===== src/rtl/core/ratt_pkg.sv =====
package ratt_pkg;

    localparam logic [2:0] ACT_ADD     = 3'd0;
    localparam logic [2:0] ACT_XLATE   = 3'd1;
    localparam logic [2:0] ACT_LOOKUP  = 3'd2;
    localparam logic [2:0] ACT_RM_REC  = 3'd3;
    localparam logic [2:0] ACT_RM_ADDR = 3'd4;
    localparam logic [2:0] ACT_UPDATE  = 3'd5;

    localparam logic [1:0] ST_OK        = 2'd0;
    localparam logic [1:0] ST_NOT_FOUND = 2'd1;
    localparam logic [1:0] ST_INVALID   = 2'd2;
    localparam logic [1:0] ST_FULL      = 2'd3;

    typedef struct packed {
        logic [31:0] start;
        logic [31:0] length;
        logic [31:0] location;
        logic [31:0] record;
    } entry_t;

    // per-cell shift control
    typedef struct packed {
        logic hold;
        logic load_prev;
        logic load_next;
        logic load_new;
        logic load_loc;
    } cell_ctl_t;

endpackage


===== src/rtl/core/ratt_cell.sv =====
module ratt_cell
(
    input  logic                 clk,
    input  ratt_pkg::cell_ctl_t  ctl,
    input  ratt_pkg::entry_t     prev_entry,
    input  ratt_pkg::entry_t     next_entry,
    input  ratt_pkg::entry_t     new_entry,
    output ratt_pkg::entry_t     entry
);

    ratt_pkg::entry_t entry_reg;
    ratt_pkg::entry_t entry_next;

    always_comb
    begin
        entry_next = entry_reg;
        if (ctl.load_prev)
        begin
            entry_next = prev_entry;
        end
        else if (ctl.load_next)
        begin
            entry_next = next_entry;
        end
        else if (ctl.load_new)
        begin
            entry_next = new_entry;
        end
        else if (ctl.load_loc)
        begin
            entry_next.location = new_entry.location;
        end
    end

    always_ff @(posedge clk)
    begin
        if (!ctl.hold)
        begin
            entry_reg <= entry_next;
        end
    end

    assign entry = entry_reg;

endmodule


===== config.mk =====
export PLATFORM = sky130hd
export DESIGN_NAME = ratt_cell
export DESIGN_NICKNAME = d
export VERILOG_FILES = /design/src/rtl/core/ratt_pkg.sv /design/src/rtl/core/ratt_cell.sv
export SDC_FILE = /design/constraint.sdc
export NUM_CORES = 1
export LEC_CHECK = 0
export ABC_CLOCK_PERIOD_IN_PS = 10200
export BUFFER_PORTS_ARGS = -buffer_cell sky130_fd_sc_hd__buf_2
export CORE_AREA = 2 2 204 206
export CTS_BUF_LIST = sky130_fd_sc_hd__clkbuf_2 sky130_fd_sc_hd__clkbuf_4 sky130_fd_sc_hd__clkbuf_8
export CTS_CLUSTER_SIZE = 14
export DETAILED_ROUTE_END_ITERATION = 10
export DIE_AREA = 0 0 206 208
export HOLD_SLACK_MARGIN = 0.02
export PLACE_DENSITY = 0.49
export SETUP_SLACK_MARGIN = 0.1
export SLEW_MARGIN = 10
export SYNTH_ARGS = -nofsm -noshare
export SYNTH_HDL_FRONTEND = slang
export SYNTH_SLANG_ARGS = --single-unit

===== constraint.sdc =====
create_clock -name clk -period 10.2 [get_ports clk]
set_input_delay 0.51 -clock clk [delete_from_list [all_inputs] [get_ports clk]]
set_output_delay 0.51 -clock clk [all_outputs]
set_load 0.02 [all_outputs]

# Word level (Yosys, flattened, before mapping)
# Index checks and enable logic that the tools add are counted.
# classes
muxes,6
reduce_logical,4
bitwise_logic,1
# ops
op,n
two-way mux 128 bit,2
two-way mux 32 bit,3
two-way mux 64 bit,1
AND reduction 2 bit,2
nonzero test 4 bit,1
nonzero test 3 bit,1
NOT 1 bit,1
# totals
out_inout_bits,128
ff_bits,128

# Logic depth before layout (Yosys ltp)
# depth
ltp_word,4
depth_mapped,5

# Worst setup path after synthesis
# Ideal clock, no wire load.
# synth_timing
path_type,input -> register
start,input ctl[2] (netlist bit)
end,"register entry_reg, in the netlist entry[0] (enable)"
arrival_ps,4980
cell_stages,5
setup_time_ps,553
path_buffers,3
required_ps,9647
slack_ps,4667
cell_sequence,buf_6 buf_8 buf_8 nor3_2 nor2_1
# synth_between
elab_chain_cells,2
# synth_rtl
element,line,text
start: declaration,ratt_cell.sv:4,"input ratt_pkg::cell_ctl_t ctl,"
nonzero test 3 bit (no source line),n/a,
AND reduction 2 bit (no source line),n/a,
end signal: assignment,ratt_cell.sv:39,entry_reg <= entry_next;
end: declaration,ratt_cell.sv:11,ratt_pkg::entry_t entry_reg;
# Every way passes these cells.
# A chain may end at the register's enable or synchronous reset.

# Final worst setup path
# layout_timing
start,input ctl[3] (netlist bit)
end,"register entry_reg, in the netlist entry[98] (enable)"
# The elaborated chain is that of the path after synthesis.

==> out/results.ini <==
[status]
status=complete, no violations

[clocking]
cts_max_path_buffers=2
cts_tree=done
cts_sinks=128
cts_root_buf=clkbuf_8
cts_hold_buffers=0
path_clk_slew_ns=0.08
cts_made_buffers=17
post_cts_resized=0
h-tree-depth=4
cts_setup_buffers=0

[routing]
detail-route-antenna-nets=0
via_count=6083
via_per_inst=3.79
routedWlPerCell_um=14.8
drc=0
dr.pass1.iters=4
routed_wl_um=23800
first_iter_violations=167

[sta]
fin_setup_tns_ns=0
tightest_slew_ns=1.12
hold_violations=0
max_freq_ghz=0.364
fin_crit_sh_pct=27.0
slew_headroom_pct=25.3
rsz0062_at_grt=false
finalHoldWorstSlack_ns=0.328
drv_slew=0
setup_viol=0
period_needed_ns=2.75
fin_ws_ns=7.45

[setup_path]
crit_type=primary input to flop
crit_arrival_ns=2.84
worstSetupEndpointType=flop
crit_required_ns=10.29
cp_max_fo=90
start_kind=primary input

[floorplan]
die_x_um=206
initial_core_util_pct=16.3
num_io_pins=518
dieArea_mm2=0.0428
core_area_mm2=0.0406
rows=74
die_height_um=208

[global_route]
grt_pass1_wl_um=33700
gr-total-overflow=0
grt_pass1_vias=6256
grt_max_degree=91
track_usage_pct=10.7
antenna_found_initial=2

[power]
ir_drop_v=0.0000687
power_density_mw_per_mm2=141
leakagePower_nw=4.70

[layout]
final_cells=1603
largest_register_ffs=128
areaGrowthSynthToFinish_pct=50.6
nets=1448
drive_above_1_share_pct=51.8
diodes=0

[synth]
yosysWarnings=0
synth_edf_count=128
seq_area_frac_synth_pct=58.0
syn-num-nets=949
synth.largest_area_cell=edfxtp_1
synthTopCellsByArea=edfxtp_1 58%, mux2i_1 19%, o21ai_1 8.2%, nand2_1 7.3%, buf_8 2.5%
yosysTopAreaCellShare_pct=58.0
synth.avg_cell_area_um2=11.8
synthDistinctLibCells=16
synth_area_mm2=0.00662
synth_common_cells=128 x edfxtp_1, 128 x mux2i_1, 128 x nand2_1
yosys_register_bits=128
synth_ff_type=edfxtp_1
synthCells=559
synth-async-reset-ratio_pct=0

[place]
dp_cells=1571
dpl_worst_slack_ns=6.77
gp_congestion=0.812
port_buffers=517
dp_hpwl_um=18900

[worst_hold_path]
min_path_type=primary input to flop
hold_depth=3

[flow_run]
max-cap-violations=0

==> worst max-delay path, cell delays in order <==
cell and delay [ns]:
buf_6 0.44, nor3_2 0.18, nor2_4 0.51, buf_4 0.42
buf_4 0.71
==> final timing paths <==
check | to | slack, ns | from
max | entry[98] | 7.45 | ctl[3]
min | entry[80] | 0.33 | prev_entry[80]
==> power breakdown <==
part	switching (W)	leakage [nW]	internal (W)	total (W)
registers	0.0000145	1.23	0.000645	0.000660
clock network	0.000212	0.182	0.000217	0.000429
logic	0.000191	3.29	0.000130	0.000321
total	0.000417	4.70	0.000993	0.00141
==> kinds of logic after synthesis <==
logic type             synth area share (%)
DFF                                    58.0
muxes                                  19.3
buffers and inverters                  5.35
AOI/OAI and AO/OA                      9.81
and+or+nand+nor                        7.46
==> placed cells by master (no fill, tap or decap), types with 2 or more instances in the layout <==
master / n
edfxtp_1: 128
nand2_1: 128
clkinv_1: 4
clkinv_2: 3
o21ai_0: 19
clkinvlp_4: 3
clkbuf_8: 17
buf_4: 6
o21ai_1: 108
bufinv_16: 2
buf_6: 2
clkbuf_4: 2
buf_2: 515
mux2i_1: 128
==> routing by layer <==
metal / GRT usage (%) / up-vias / routed length [um]
met4: 3.94 / 4 / 373
met5: 0 / - / 27
met1: 10.0 / 2702 / 8500
li1: - / 3038 / -
met3: 4.28 / 19 / 2390
met2: 20.4 / 320 / 12500
==> area by class of cell <==
| type | count | area (um2) |
|---|---|---|
| Clock buffer | 19 | 249 |
| Fill cell | 4421 | 30600 |
| Clock inverter | 13 | 121 |
| Multi-Input combinational cell | 387 | 2440 |
| Timing Repair Buffer | 523 | 2650 |
| Sequential cell | 128 | 3840 |
| Inverter | 1 | 3.75 |
| Tap cell | 532 | 666 |
==> stage by stage <==
stage	cell area, um2	power (W)	utilization (%)
4_1_cts	9970	0.00145	24.6
3_5_place_dp	9600	0.00100	23.7
3_3_place_gp	9600	0.00100	23.7
5_1_grt	9970	0.00149	24.6
6_report	9970	0.00141	24.6
2_1_floorplan	6620	0.000847	-
Power figures use the tool's default switching activity.
